===== src/rtl/ggc_pkg.sv =====
package ggc_pkg;

    localparam int MAX_VERTICES = 1024;
    localparam int MAX_COLORS   = 64;
    localparam int VERTEX_W     = 10;
    localparam int COLOR_W      = 6;
    localparam int COUNT_W      = 7;
    localparam int EPOCH_W      = 8;
    localparam logic [EPOCH_W-1:0] EPOCH_MAX = '1;

    localparam int S_TDATA_W = 24;
    localparam int S_TUSER_W = 2;
    localparam int M_TDATA_W = 24;

    localparam int TUSER_RESTART = 0;
    localparam int TUSER_NVALID  = 1;

    localparam int QUEUE_DEPTH = 4;
    localparam int QPTR_W      = 2;
    localparam int QCNT_W      = 3;

    localparam int GRP_W = 8;
    localparam int GRP_N = MAX_COLORS / GRP_W;

    typedef struct packed {
        logic                restart;
        logic [VERTEX_W-1:0] vertex;
        logic [VERTEX_W-1:0] neighbor;
        logic                nvalid;
        logic                last;
        logic [EPOCH_W-1:0]  epoch;
    } item_t;

    typedef struct packed {
        logic [EPOCH_W-1:0] epoch;
        logic [COLOR_W-1:0] color;
    } entry_t;

    typedef struct packed {
        logic [COLOR_W-1:0] pick;
        logic               over;
    } mex_t;

    typedef struct packed {
        logic clr_busy;
        logic pipe_idle;
    } back_status_t;

    function automatic logic [MAX_COLORS-1:0] color_bit(input logic [COLOR_W-1:0] color);
        color_bit = {{(MAX_COLORS-1){1'b0}}, 1'b1} << color;
    endfunction

    // Smallest clear bit, found per byte group first and then across groups.
    function automatic mex_t mex_of(input logic [MAX_COLORS-1:0] seen);
        logic [GRP_N-1:0] grp_free;
        logic [COLOR_W-1:0] grp_idx [GRP_N];
        mex_t r;
        for (int g = 0; g < GRP_N; g++) begin
            grp_free[g] = ~&seen[g*GRP_W +: GRP_W];
            grp_idx[g]  = COLOR_W'(g * GRP_W);
            for (int b = GRP_W - 1; b >= 0; b--) begin
                if (!seen[g*GRP_W + b]) begin
                    grp_idx[g] = COLOR_W'(g * GRP_W + b);
                end
            end
        end
        r.pick = COLOR_W'(MAX_COLORS - 1);
        r.over = 1'b1;
        for (int g = GRP_N - 1; g >= 0; g--) begin
            if (grp_free[g]) begin
                r.pick = grp_idx[g];
                r.over = 1'b0;
            end
        end
        mex_of = r;
    endfunction

endpackage


===== src/rtl/ggc_queue.sv =====
module ggc_queue (
    input  logic           aclk,
    input  logic           aresetn,
    input  logic           push,
    input  ggc_pkg::item_t push_item,
    input  logic           pop,
    output ggc_pkg::item_t head,
    output logic           empty,
    output logic           full
);

    ggc_pkg::item_t                    slot_reg [ggc_pkg::QUEUE_DEPTH];
    logic [ggc_pkg::QPTR_W-1:0]        wr_ptr_reg;
    logic [ggc_pkg::QPTR_W-1:0]        rd_ptr_reg;
    logic [ggc_pkg::QCNT_W-1:0]        count_reg;
    logic [ggc_pkg::QCNT_W-1:0]        count_next;

    assign empty = (count_reg == '0);
    assign full  = (count_reg == ggc_pkg::QCNT_W'(ggc_pkg::QUEUE_DEPTH));
    assign head  = slot_reg[rd_ptr_reg];

    always_comb begin
        count_next = count_reg;
        if (push && !pop) begin
            count_next = count_reg + 1'b1;
        end else if (pop && !push) begin
            count_next = count_reg - 1'b1;
        end
    end

    always_ff @(posedge aclk) begin
        if (!aresetn) begin
            wr_ptr_reg <= '0;
            rd_ptr_reg <= '0;
            count_reg  <= '0;
        end else begin
            if (push) begin
                wr_ptr_reg <= wr_ptr_reg + 1'b1;
            end
            if (pop) begin
                rd_ptr_reg <= rd_ptr_reg + 1'b1;
            end
            count_reg <= count_next;
        end
    end

    always_ff @(posedge aclk) begin
        if (push) begin
            slot_reg[wr_ptr_reg] <= push_item;
        end
    end

endmodule


===== config.mk =====
export PLATFORM = sky130hd
export DESIGN_NAME = ggc_queue
export DESIGN_NICKNAME = d
export VERILOG_FILES = /design/src/rtl/ggc_pkg.sv /design/src/rtl/ggc_queue.sv
export SDC_FILE = /design/constraint.sdc
export NUM_CORES = 1
export LEC_CHECK = 0
export BUFFER_PORTS_ARGS = -buffer_cell sky130_fd_sc_hd__buf_2
export CAP_MARGIN = 40
export CORE_UTILIZATION = 51
export DETAILED_ROUTE_END_ITERATION = 10
export PLACE_DENSITY = 0.72
export SLEW_MARGIN = 5
export SYNTH_ARGS = -nofsm -noshare
export SYNTH_HDL_FRONTEND = slang
export SYNTH_SLANG_ARGS = --single-unit
export TNS_END_PERCENT = 30

===== constraint.sdc =====
create_clock -name aclk -period 1.9 [get_ports aclk]
set_clock_uncertainty 0.15 [all_clocks]
set_input_delay 0.095 -clock aclk [delete_from_list [all_inputs] [get_ports aclk]]
set_output_delay 0.095 -clock aclk [all_outputs]
set_load 0.05 [all_outputs]

# [Word level (Yosys, flattened, before mapping)]
# Memory sizes are Yosys's and may differ from the RTL's. A register that Yosys moved wholly into a read port is not among the register bits.
# Index checks and enable logic that the tools add are counted.
[classes] mux=6 n_addsub=4 n_eq_ne=1 n_reduce_logical=6
[op_table] op="$mux W3" n=2
[op_table] op="$add A2 B1 Y2 const B" n=2
[op_table] op="$mux W2" n=2
[op_table] op="$add A3 B1 Y3 const B" n=1
[op_table] op="$eq A3 B3 Y1 const B" n=1
[op_table] op="$logic_not A3 Y1" n=1
[op_table] op="$sub A3 B1 Y3 const B" n=1
[op_table] op="$logic_and A1 B1 Y1" n=2
[op_table] op="$logic_not A1 Y1" n=2
[op_table] op="$mux W1" n=2
[op_table] op="$reduce_bool A2 Y1" n=1
[word_totals] ff_bits=7 mem_bits_rw=124 mem_count=1 input_bits=35 wordCells=21 output_inout_bits=33
[memory_table] name="slot_reg" depth=4 word_bits=31 rd=1 rd_ports_with_merged_regs=1 write_ports=1 line_no="ggc_queue.sv:12" rtl="ggc_pkg::item_t slot_reg [ggc_pkg::QUEUE_DEPTH];"

# [Logic depth before layout (Yosys ltp)]
[logic_depth] ltp_word=4 mapped_depth=7 ltp_nobuf=7

# [Worst setup path before layout]
# Ideal clock, no wire load.
[synth_path] path_kind="flip-flop to flip-flop" startpoint="register wr_ptr_reg[0] (netlist name)" endpoint="memory slot_reg[2][0] (netlist name), enable pin" setup_slack_ps=51 stages_incl_launch_ff=4 arrival_time_ps=1308 synth_period_minus_slack_ps=1849 path_cell_list="dfxtp_1 inv_1 ha_1 and2_1"
[synth_rtl] element="from (decl)" line_no="ggc_queue.sv:13" rtl="logic [ggc_pkg::QPTR_W-1:0] wr_ptr_reg;"
[synth_rtl] element="from (signal assigned)" line_no="ggc_queue.sv:38" rtl="wr_ptr_reg <= wr_ptr_reg + 1'b1;"
[synth_rtl] element="to (decl)" line_no="ggc_queue.sv:12"
# No word-level cell before the write port.

==> flow_metrics.env <==
export IMPL_antenna_found_initial=0
export IMPL_synth_seq_cells=133
export IMPL_fp_coreArea_mm2=0.00928
export IMPL_grt_pass1_vias=2651
export IMPL_yosys_warnings=0
export IMPL_synth_area_leader_cell="edfxtp_1"
export IMPL_synth_cell_types=20
export IMPL_numCtsBuffers=17
export IMPL_viasPerCell=5.09
export IMPL_yosys_top_cells_area="edfxtp_1 76%, mux4_2 14%, dfxtp_1 3.7%, ha_1 1.3%, and2_1 1.1%"
export IMPL_status="complete, but fails checks"
export IMPL_crit_type="flop to output port"
export IMPL_gp_congestion=0.655
export IMPL_violations="negative setup slack"
export IMPL_dp_cells=400
export IMPL_p_per_area_mw_per_mm2=1170
export IMPL_slew_headroom_pct=43.7
export IMPL_max_vdd_ir_drop_mv=0.605
export IMPL_drt_wirelength_per_cell_um=18.5
export IMPL_io_pins=68
export IMPL_synthToLayoutAreaGrowth_pct=33.7
export IMPL_grt_max_degree=32
export IMPL_finalHoldViolCount=0
export IMPL_layout_drive_gt1_share_pct=40.4
export IMPL_yosys_area_top_type_share_pct=75.7
export IMPL_drt_initial_drc_count=134
export IMPL_setup_violations_final=31
export IMPL_clockRootBuffer="clkbuf_8"
export IMPL_cts_tree="done"
export IMPL_rsz0062_at_grt="yes"
export IMPL_seq_area_frac_synth_pct=79.3
export IMPL_utilization_pct=70.8
export IMPL_ant_nets=0
export IMPL_drv_cap=0
export IMPL_clock_latency_ps=510
export IMPL_timing_fmax_ghz=0.488
export IMPL_path_cells="buf_12 > mux4_2 > buf_6"
export IMPL_die_h_um=100
export IMPL_cts_clk_slew_worst_paths_ps=60
export IMPL_cp_start_kind="flop"
export IMPL_port_buffers=67
export IMPL_grt_pass1_wl_mm=13.7
export IMPL_seq_area_mm2=0.00391
export IMPL_die_area_mm2=0.0100
export IMPL_nets=367
export IMPL_start_util_pct=53.0
export IMPL_fin_cells=468
export IMPL_drc=0
export IMPL_fin_hold_ws_ps=187
export IMPL_grt_overflow=0
export IMPL_fin_ws_ps=-147
export IMPL_worstMarginPinSlew_ps=844
export IMPL_cts_sinks=133
export IMPL_largest_reg_flops=124
export IMPL_drtPass1Iterations=4
export IMPL_track_usage_pct=19.4
export IMPL_crit_arrival_ps=1800
export IMPL_clockBufferDepth=2
export IMPL_multiInputGateArea_um2=953
export IMPL_synth_cells=204
export IMPL_antenna_cells=0
export IMPL_h_tree_depth=4
export IMPL_fin_setup_tns_ps=-3600
export IMPL_critPathRequiredTime_ps=1650
export IMPL_syn_area_mm2=0.00492
export IMPL_dp_hpwl_mm=4.62
export IMPL_p_leak_nw=2.32
export IMPL_post_route_period_util_pct=108
export IMPL_rows=35
export IMPL_fill_cells=581
export IMPL_syn_avg_cell_area_um2=24.1
export IMPL_cp_slowest_stage_delay_ps=560
export IMPL_syn_nets=245
export IMPL_cp_max_fo=8
export IMPL_num_vias=2380
export IMPL_crit_slowest_cell="mux4_2"
export IMPL_endpoint_kind="output port"
export IMPL_die_w_um=100
export IMPL_routed_wirelength_mm=8.66
export IMPL_slew_violations=0
export IMPL_period_minus_slack_ps=2050
export IMPL_hold_class="input pin to flop"
## critical path: cells and delay by family, from the launching register on
family                 cells  cell delay (ps)
DFF                        1              400
muxes                      1              560
buffers and inverters      2              330
## where the power goes
part	internal, W	total, W	switching, W	leakage [nW]
Clock	0.00197	0.00310	0.00113	0.279
Combinational	0.000496	0.00120	0.000706	0.828
Sequential	0.00336	0.00342	0.0000537	1.21
## placed cells by master (no fill, tap or decap), types with 2 or more instances in the layout
master	synthesis	final
and2_1	9	5
and2_2	0	4
buf_12	0	4
buf_2	3	36
buf_4	0	5
buf_6	3	28
bufinv_16	0	3
clkbuf_1	0	2
clkbuf_16	0	16
clkinv_1	0	4
clkinv_2	0	5
dfxtp_1	9	7
dlygate4sd3_1	0	35
edfxtp_1	124	124
ha_1	5	5
inv_1	4	4
mux2i_1	2	2
mux4_2	30	31
nor2b_1	2	2
xnor2_1	2	2
xor2_1	3	3
## cells by family after synthesis
| logic type | Yosys count | synth area share [%] |
|---|---|---|
| xor gates and xnor gates | 5 | 0.890 |
| muxes | 33 | 14.7 |
| buffers and inverters | 10 | 1.30 |
| adders and majority gates | 6 | 1.68 |
| DFF | 133 | 79.3 |
| AOI/OAI and AO/OA | 2 | 0.254 |
| and+or+nand+nor | 15 | 1.86 |
## metrics by stage
stage | total power (W) | setup slack (ps) | instance area, um^2
2_1_floorplan | 0.00421 | 51.5 | 4920
3_3_place_gp | 0.00445 | 92.7 | 5450
3_5_place_dp | 0.00447 | 63.9 | 5450
4_1_cts | 0.00777 | -220 | 6590
5_1_grt | 0.00797 | -225 | 6580
6_report | 0.00772 | -147 | 6580
## metal layers
layer / up-vias / GRT usage, % / part of all wire, %
li1: 1092 / - / -
met1: 1201 / 24.2 / 42
met2: 83 / 31.8 / 51
met4: 0 / 7.80 / 0.55
met3: 4 / 6.27 / 5.9
met5: - / 0 / 0
## worst paths after layout
kind                            cells after the start     startpoint               to  slack [ps]
worst min register to register                      2   count_reg[2]     count_reg[2]         360
worst min-delay path                                2   push_item[8]   slot_reg[2][8]         190
worst max-delay path                                3           flop          head[7]        -150
worst max register to register                      3  wr_ptr_reg[0]  slot_reg[0][11]          90
## area by class of cell
cell class	instances	share of cell area, %
timing repair buffer	109	14.9
tap	129	2.45
inverter	4	0.228
multi-input combinational	61	14.5
clock buffer	19	6.41
clock inverter	13	2.11
sequential	133	59.4
## synthesized netlist by cell type
library cell    n
and2_1          9
ha_1            5
nor2b_1         2
dfxtp_1         9
buf_2           3
inv_1           4
nand2_1         1
mux4_1          1
mux4_2         30
o21ai_0         1
edfxtp_1      124
xor2_1          3
nor3b_1         1
nor3_1          1
mux2i_1         2
or3_1           1
xnor2_1         2
fa_1            1
buf_6           3
a21boi_0        1
## repair_timing
action                                 4_1_cts  5_1_grt
pin swaps                                    0        0
setup buffers                                1        0
resized for setup                           61        6
cloned                                       1        0
setup endpoints to repair                   31       31
hold buffers                                35        0
endpoints found under the hold margin      133        0
No activity file was read; power rests on OpenSTA's default activity.
