`src/rtl/ggc_pkg.sv`:
```
package ggc_pkg;

    localparam int MAX_VERTICES = 1024;
    localparam int MAX_COLORS   = 64;
    localparam int VERTEX_W     = 10;
    localparam int COLOR_W      = 6;
    localparam int COUNT_W      = 7;
    localparam int EPOCH_W      = 8;
    localparam logic [EPOCH_W-1:0] EPOCH_MAX = '1;

    localparam int S_TDATA_W = 24;
    localparam int S_TUSER_W = 2;
    localparam int M_TDATA_W = 24;

    localparam int TUSER_RESTART = 0;
    localparam int TUSER_NVALID  = 1;

    localparam int QUEUE_DEPTH = 4;
    localparam int QPTR_W      = 2;
    localparam int QCNT_W      = 3;

    localparam int GRP_W = 8;
    localparam int GRP_N = MAX_COLORS / GRP_W;

    typedef struct packed {
        logic                restart;
        logic [VERTEX_W-1:0] vertex;
        logic [VERTEX_W-1:0] neighbor;
        logic                nvalid;
        logic                last;
        logic [EPOCH_W-1:0]  epoch;
    } item_t;

    typedef struct packed {
        logic [EPOCH_W-1:0] epoch;
        logic [COLOR_W-1:0] color;
    } entry_t;

    typedef struct packed {
        logic [COLOR_W-1:0] pick;
        logic               over;
    } mex_t;

    typedef struct packed {
        logic clr_busy;
        logic pipe_idle;
    } back_status_t;

    function automatic logic [MAX_COLORS-1:0] color_bit(input logic [COLOR_W-1:0] color);
        color_bit = {{(MAX_COLORS-1){1'b0}}, 1'b1} << color;
    endfunction

    // Smallest clear bit, found per byte group first and then across groups.
    function automatic mex_t mex_of(input logic [MAX_COLORS-1:0] seen);
        logic [GRP_N-1:0] grp_free;
        logic [COLOR_W-1:0] grp_idx [GRP_N];
        mex_t r;
        for (int g = 0; g < GRP_N; g++) begin
            grp_free[g] = ~&seen[g*GRP_W +: GRP_W];
            grp_idx[g]  = COLOR_W'(g * GRP_W);
            for (int b = GRP_W - 1; b >= 0; b--) begin
                if (!seen[g*GRP_W + b]) begin
                    grp_idx[g] = COLOR_W'(g * GRP_W + b);
                end
            end
        end
        r.pick = COLOR_W'(MAX_COLORS - 1);
        r.over = 1'b1;
        for (int g = GRP_N - 1; g >= 0; g--) begin
            if (grp_free[g]) begin
                r.pick = grp_idx[g];
                r.over = 1'b0;
            end
        end
        mex_of = r;
    endfunction

endpackage

```
`src/rtl/ggc_front.sv`:
```
module ggc_front (
    input  logic                          aclk,
    input  logic                          aresetn,
    input  logic                          s_tvalid,
    output logic                          s_tready,
    input  logic [ggc_pkg::S_TDATA_W-1:0] s_tdata,
    input  logic [ggc_pkg::S_TUSER_W-1:0] s_tuser,
    input  logic                          s_tlast,
    input  logic                          q_full,
    input  logic                          q_empty,
    output logic                          push,
    output ggc_pkg::item_t                push_item,
    input  ggc_pkg::back_status_t         back_status,
    output logic                          clr_start
);

    localparam logic [1:0] ST_RUN   = 2'd0;
    localparam logic [1:0] ST_DRAIN = 2'd1;
    localparam logic [1:0] ST_SWEEP = 2'd2;

    logic [1:0]                    state_reg;
    logic [1:0]                    state_next;
    logic [ggc_pkg::EPOCH_W-1:0]   epoch_reg;
    logic [ggc_pkg::EPOCH_W-1:0]   epoch_next;
    logic                          restart;
    logic                          need_wrap;

    assign restart   = s_tuser[ggc_pkg::TUSER_RESTART];
    assign need_wrap = s_tvalid && restart && (epoch_reg == ggc_pkg::EPOCH_MAX);
    assign s_tready  = (state_reg == ST_RUN) && !q_full && !back_status.clr_busy && !need_wrap;
    assign push      = s_tvalid && s_tready;

    always_comb begin
        push_item          = '0;
        push_item.restart  = restart;
        push_item.vertex   = s_tdata[ggc_pkg::VERTEX_W-1:0];
        push_item.neighbor = s_tdata[2*ggc_pkg::VERTEX_W-1:ggc_pkg::VERTEX_W];
        push_item.nvalid   = s_tuser[ggc_pkg::TUSER_NVALID];
        push_item.last     = s_tlast;
        push_item.epoch    = restart ? epoch_reg + 1'b1 : epoch_reg;
    end

    always_comb begin
        state_next = state_reg;
        epoch_next = epoch_reg;
        clr_start  = 1'b0;
        unique case (state_reg)
            ST_RUN: begin
                if (push) begin
                    epoch_next = push_item.epoch;
                end else if (need_wrap) begin
                    state_next = ST_DRAIN;
                end
            end
            ST_DRAIN: begin
                if (q_empty && back_status.pipe_idle && !back_status.clr_busy) begin
                    clr_start  = 1'b1;
                    state_next = ST_SWEEP;
                end
            end
            ST_SWEEP: begin
                if (!back_status.clr_busy) begin
                    epoch_next = '0;
                    state_next = ST_RUN;
                end
            end
            default: begin
                state_next = ST_RUN;
            end
        endcase
    end

    always_ff @(posedge aclk) begin
        if (!aresetn) begin
            state_reg <= ST_RUN;
            epoch_reg <= ggc_pkg::EPOCH_W'(1);
        end else begin
            state_reg <= state_next;
            epoch_reg <= epoch_next;
        end
    end

endmodule

```
`config.mk`:
```
export PLATFORM = sky130hd
export DESIGN_NAME = ggc_front
export DESIGN_NICKNAME = d
export VERILOG_FILES = /design/src/rtl/ggc_pkg.sv /design/src/rtl/ggc_front.sv
export SDC_FILE = /design/constraint.sdc
export NUM_CORES = 1
export LEC_CHECK = 0
export ABC_AREA = 1
export ABC_CLOCK_PERIOD_IN_PS = 1700
export BUFFER_PORTS_ARGS = -buffer_cell sky130_fd_sc_hd__buf_4
export CORE_MARGIN = 2
export CORE_UTILIZATION = 38
export DETAILED_ROUTE_END_ITERATION = 12
export PLACE_DENSITY = 0.9
export SLEW_MARGIN = 25
export SYNTH_ARGS = -nofsm -noshare
export SYNTH_HDL_FRONTEND = slang
export SYNTH_SLANG_ARGS = --single-unit
```
`constraint.sdc`:
```
create_clock -name aclk -period 1.7 [get_ports aclk]
set_input_delay 0.51 -clock aclk [delete_from_list [all_inputs] [get_ports aclk]]
set_output_delay 0.51 -clock aclk [all_outputs]
set_load 0.01 [all_outputs]
```
======== Yosys cells after proc, flatten, opt, wreduce, memory -nomap -nowiden ========
Cells that the tools add are included.
cells by class
  add/subtract/negate cells ............... 1
  eq/ne operators ......................... 8
  muxes and demuxes ....................... 11
  reductions and logical operators ........ 15
operators with widths
  operator             number
  $mux 8               3
  $pmux 8 s2           1
  $ne 2x2->1 const B   5
  $add 8x1->8 const B  1
  $eq 8x8->1 const B   1
  $logic_and 1x1->1    8
  $mux 2               4
  $pmux 2 s3           1
  $reduce_and 4->1     1
  $logic_not 1->1      3
  $reduce_and 3->1     1
  $eq 2x1->1 const B   1
  $eq 2x2->1 const B   1
  $logic_not 2->1      1
  $mux 1               2
  $reduce_bool 2->1    1
word-level totals
  flip-flop bits (word level) ............. 10
  bits of input ports ..................... 34
  output and inout port bits .............. 34
  word-level logic and storage cells ...... 37

======== Logic depth before layout (Yosys ltp) ========
  depth in word-level cells ............... 7
  mapped depth ............................ 9

======== Least setup slack after synthesis ========
OpenSTA, ideal clock, no wires.
  kind .................................... input port to output port
  start point ............................. input port s_tuser[0] (netlist bit)
  end point ............................... output port push_item[7] (netlist bit)
  arrival ................................. 1.062 ns
  data required time ...................... 1.190 ns
  path slack .............................. 0.128 ns
  stages .................................. 5
  path through ............................ nand2_1 nor2_1 nand4_1 nand2_1 and2_1
RTL lines
  what                RTL line         source
  start: declaration  ggc_front.sv:7   input logic [ggc_pkg::S_TUSER_W-1:0] s_tuser,
  end: declaration    ggc_front.sv:12  output ggc_pkg::item_t push_item,

==> results.py <==
metrics = {
    "logic_synthesis": {
        "yosysMostFrequentCell": "buf_4",
        "yosys_warnings": 0,
        "syn_area_per_cell_sq_um": 6.88,
        "ys.flop_type": "dfxtp_1",
        "async_reset_ff_share_pct": 0,
        "yosys-top-cells-count": "23 x buf_4, 19 x nand2_1, 15 x nand3_1",
        "synth_largest_area_cell": "dfxtp_1",
        "synth_area_leaders": "dfxtp_1 25%, buf_4 21%, nand3_1 9.3%",
        "synth_fp_nets": 152,
        "synth-edff-count": 0,
        "synth_seq_cells": 10,
        "ys_seq_area_share_pct": 24.9,
        "synth_cell_types": 19,
        "netlist_area_sq_um": 805,
        "synth_cells": 117,
        "synth_top_cell_area_share_pct": 24.9,
    },
    "placement": {
        "placedInstanceArea_sq_um": 895,
        "gp_congestion": 0.773,
        "io_buffer_count": 19,
        "dp_hpwl_mm": 1.28,
    },
    "timing": {
        "hold_viol": 0,
        "fin_hold_ws_ps": 427,
        "skew_ps": 5.53,
        "rsz0062_at_grt": "true",
        "min_period_over_period_pct": 111,
        "drv_slew": 0,
        "finalSetupTns_ps": -1310,
        "fmax_ghz": 0.529,
        "worst_slew_pin_slew_ps": 290,
        "finalSetupViolCount": 10,
        "fin_ws_ps": -192,
        "timing.final.crit_period_ps": 1890,
        "slew_headroom_pct": 80.6,
    },
    "status": {
        "violations": "negative setup slack",
        "outcome": "complete, but fails checks",
    },
    "routing": {
        "vias": 798,
        "wl_per_cell_um": 11.7,
        "drt-pass1-iter-count": 4,
        "drt_iter0_markers": 19,
        "drc_errors": 0,
        "routed_wl_mm": 1.93,
        "via_per_inst": 4.84,
        "postRouteAntennaNets": 0,
    },
    "layout": {
        "nNetsFinal": 175,
        "areaGrowthSynthToFinish_pct": 35.8,
        "final_design_area_no_fill_sq_um": 1090,
        "num_antenna_cells": 0,
        "largest_reg_flops": 8,
        "final_layout_size_suffix_gt1_share_pct": 52.9,
    },
    "critical_path": {
        "cp-end-kind": "primary output",
        "cp.arrival_ps": 1380,
        "cp_max_fo": 3,
        "max_stage_delay_ps": 370,
        "cp_data_required_time_ps": 1190,
        "worst_setup_path_start_kind": "flip-flop",
        "slowest_stage": "dfxtp_4",
        "crit_chain": "ha_4, nand2_4, nor2_4, nand2_2, xor2_2, buf_4",
        "r2r_slack_ps": 120,
        "crit_type": "reg2out",
    },
    "grt": {
        "grt_pass1_vias": 753,
        "grt_max_degree": 11,
        "grt_first_pass_wirelength_mm": 3.11,
        "antenna_found_initial": 0,
        "grt.overflow.total": 0,
        "grt_usage_pct": 16.1,
    },
    "die": {
        "die_height_um": 50.0,
        "design.core.area_sq_um": 1980,
        "fp.dieW_um": 50.0,
        "start_util_pct": 40.6,
        "design.die.area_sq_um": 2500,
        "io_pins": 68,
        "rows": 16,
    },
    "cts": {
        "h-tree-depth": 1,
        "cts-buffers-inserted": 3,
        "insertion_delay_ps": 270,
        "cts_tree": "done",
        "clk_pin_slew_ps": 70,
        "cts_root_buffer": "clkbuf_4",
        "clock_path_buffers": 2,
        "cts_sinks": 10,
    },
    "power_and_ir_drop": {
        "seqPwrFrac_pct": 46.7,
        "power_density_nw_per_um2": 472,
        "p_sw_mw": 0.140,
        "pwr-share-comb_pct": 20.6,
        "swShare_pct": 27.1,
        "total_leakage_power_nw": 0.522,
        "clkPwrFrac_pct": 32.7,
        "ir_drop_uv": 241,
        "p_total_mw": 0.516,
        "intPower_mw": 0.376,
    },
    "hold_path": {
        "hp-class": "in2reg",
    },
    "job": {
        "cap_viol_max_count": 0,
    },
}
==> worst max-delay path, delay by kind of cell, from the launching register on <==
kind,cells,cell delay (ps)
flops,1,370
xor+xnor,1,160
buf+inv,1,150
fa+ha+maj,1,140
simple gates,3,290
==> layout make-up <==
cell class / instances / area, sq um
fill: 183 / 890
tap: 27 / 33.8
clock buffer: 3 / 22.5
sequential: 10 / 209
inverter: 15 / 56.3
multi-input combinational: 68 / 433
timing repair buffer: 42 / 338
==> power by group through the flow <==
stage / Combinational [mW] / Clock (mW) / Sequential, mW
2_1_floorplan: 0.0914 / 0 / 0.246
3_3_place_gp: 0.0784 / 0 / 0.246
3_5_place_dp: 0.0792 / 0 / 0.247
4_1_cts: 0.0980 / 0.168 / 0.241
5_1_grt: 0.115 / 0.183 / 0.241
6_report: 0.106 / 0.168 / 0.241
==> cells in the final DEF, fill, tap and decap left out, drive strengths merged <==
cell / instances
inv: 15
mux2: 1
a21oi: 8
clkbuf: 3
and2: 1
buf: 42
nor3: 3
nor2: 9
nand4: 3
ha: 1
dfxtp: 10
nand2: 21
nand3: 17
xor2: 4
==> cell families (layout without fill, tap and decap cells) <==
group                    Yosys count  in the layout  synth area share [%]
AND/OR/NAND/NOR                   54             54                  33.0
buffers and inverters             39             60                  29.9
flip-flops                        10             10                  24.9
AO/OA/AOI/OAI                      8              8                  4.98
XOR/XNOR                           4              4                  4.35
adder cells (fa/ha/maj)            1              1                  1.55
multiplexers                       1              1                  1.40
==> final timing paths <==
| check | startpoint | to | cells after the start |
|---|---|---|---|
| worst min-delay path | aresetn | epoch_reg[0] | 2 |
| worst min register to register | epoch_reg[5] | epoch_reg[5] | 2 |
| worst max register to register | epoch_reg[0] | epoch_reg[2] | 11 |
| worst max-delay path | epoch_reg[0] | push_item[6] | 6 |
==> timing repair <==
| action | in CTS | in global routing |
|---|---|---|
| setup buffers | 9 | 2 |
| resized for setup | 17 | 10 |
| endpoints found under the setup margin | 9 | 12 |
| pin swaps | 6 | 6 |
| hold endpoints to repair | 0 | 0 |
| hold buffers | 0 | 0 |
==> stage by stage <==
step | utilization [%] | std cells | worst slack, ps
after floorplan | - | 117 | 128
after global placement | 45.1 | 152 | -152
after detailed placement | 45.1 | 152 | -196
after CTS | 53.1 | 164 | -191
after global routing | 55.1 | 165 | -264
final | 55.1 | 165 | -192
==> metal layers <==
metal	global-route usage (%)	part of all wire, %
met1	18.6	40
met2	25.7	49
met4	11.1	2.7
met5	0	0
met3	3.94	8.4
No activity file was read; power rests on OpenSTA's default activity.
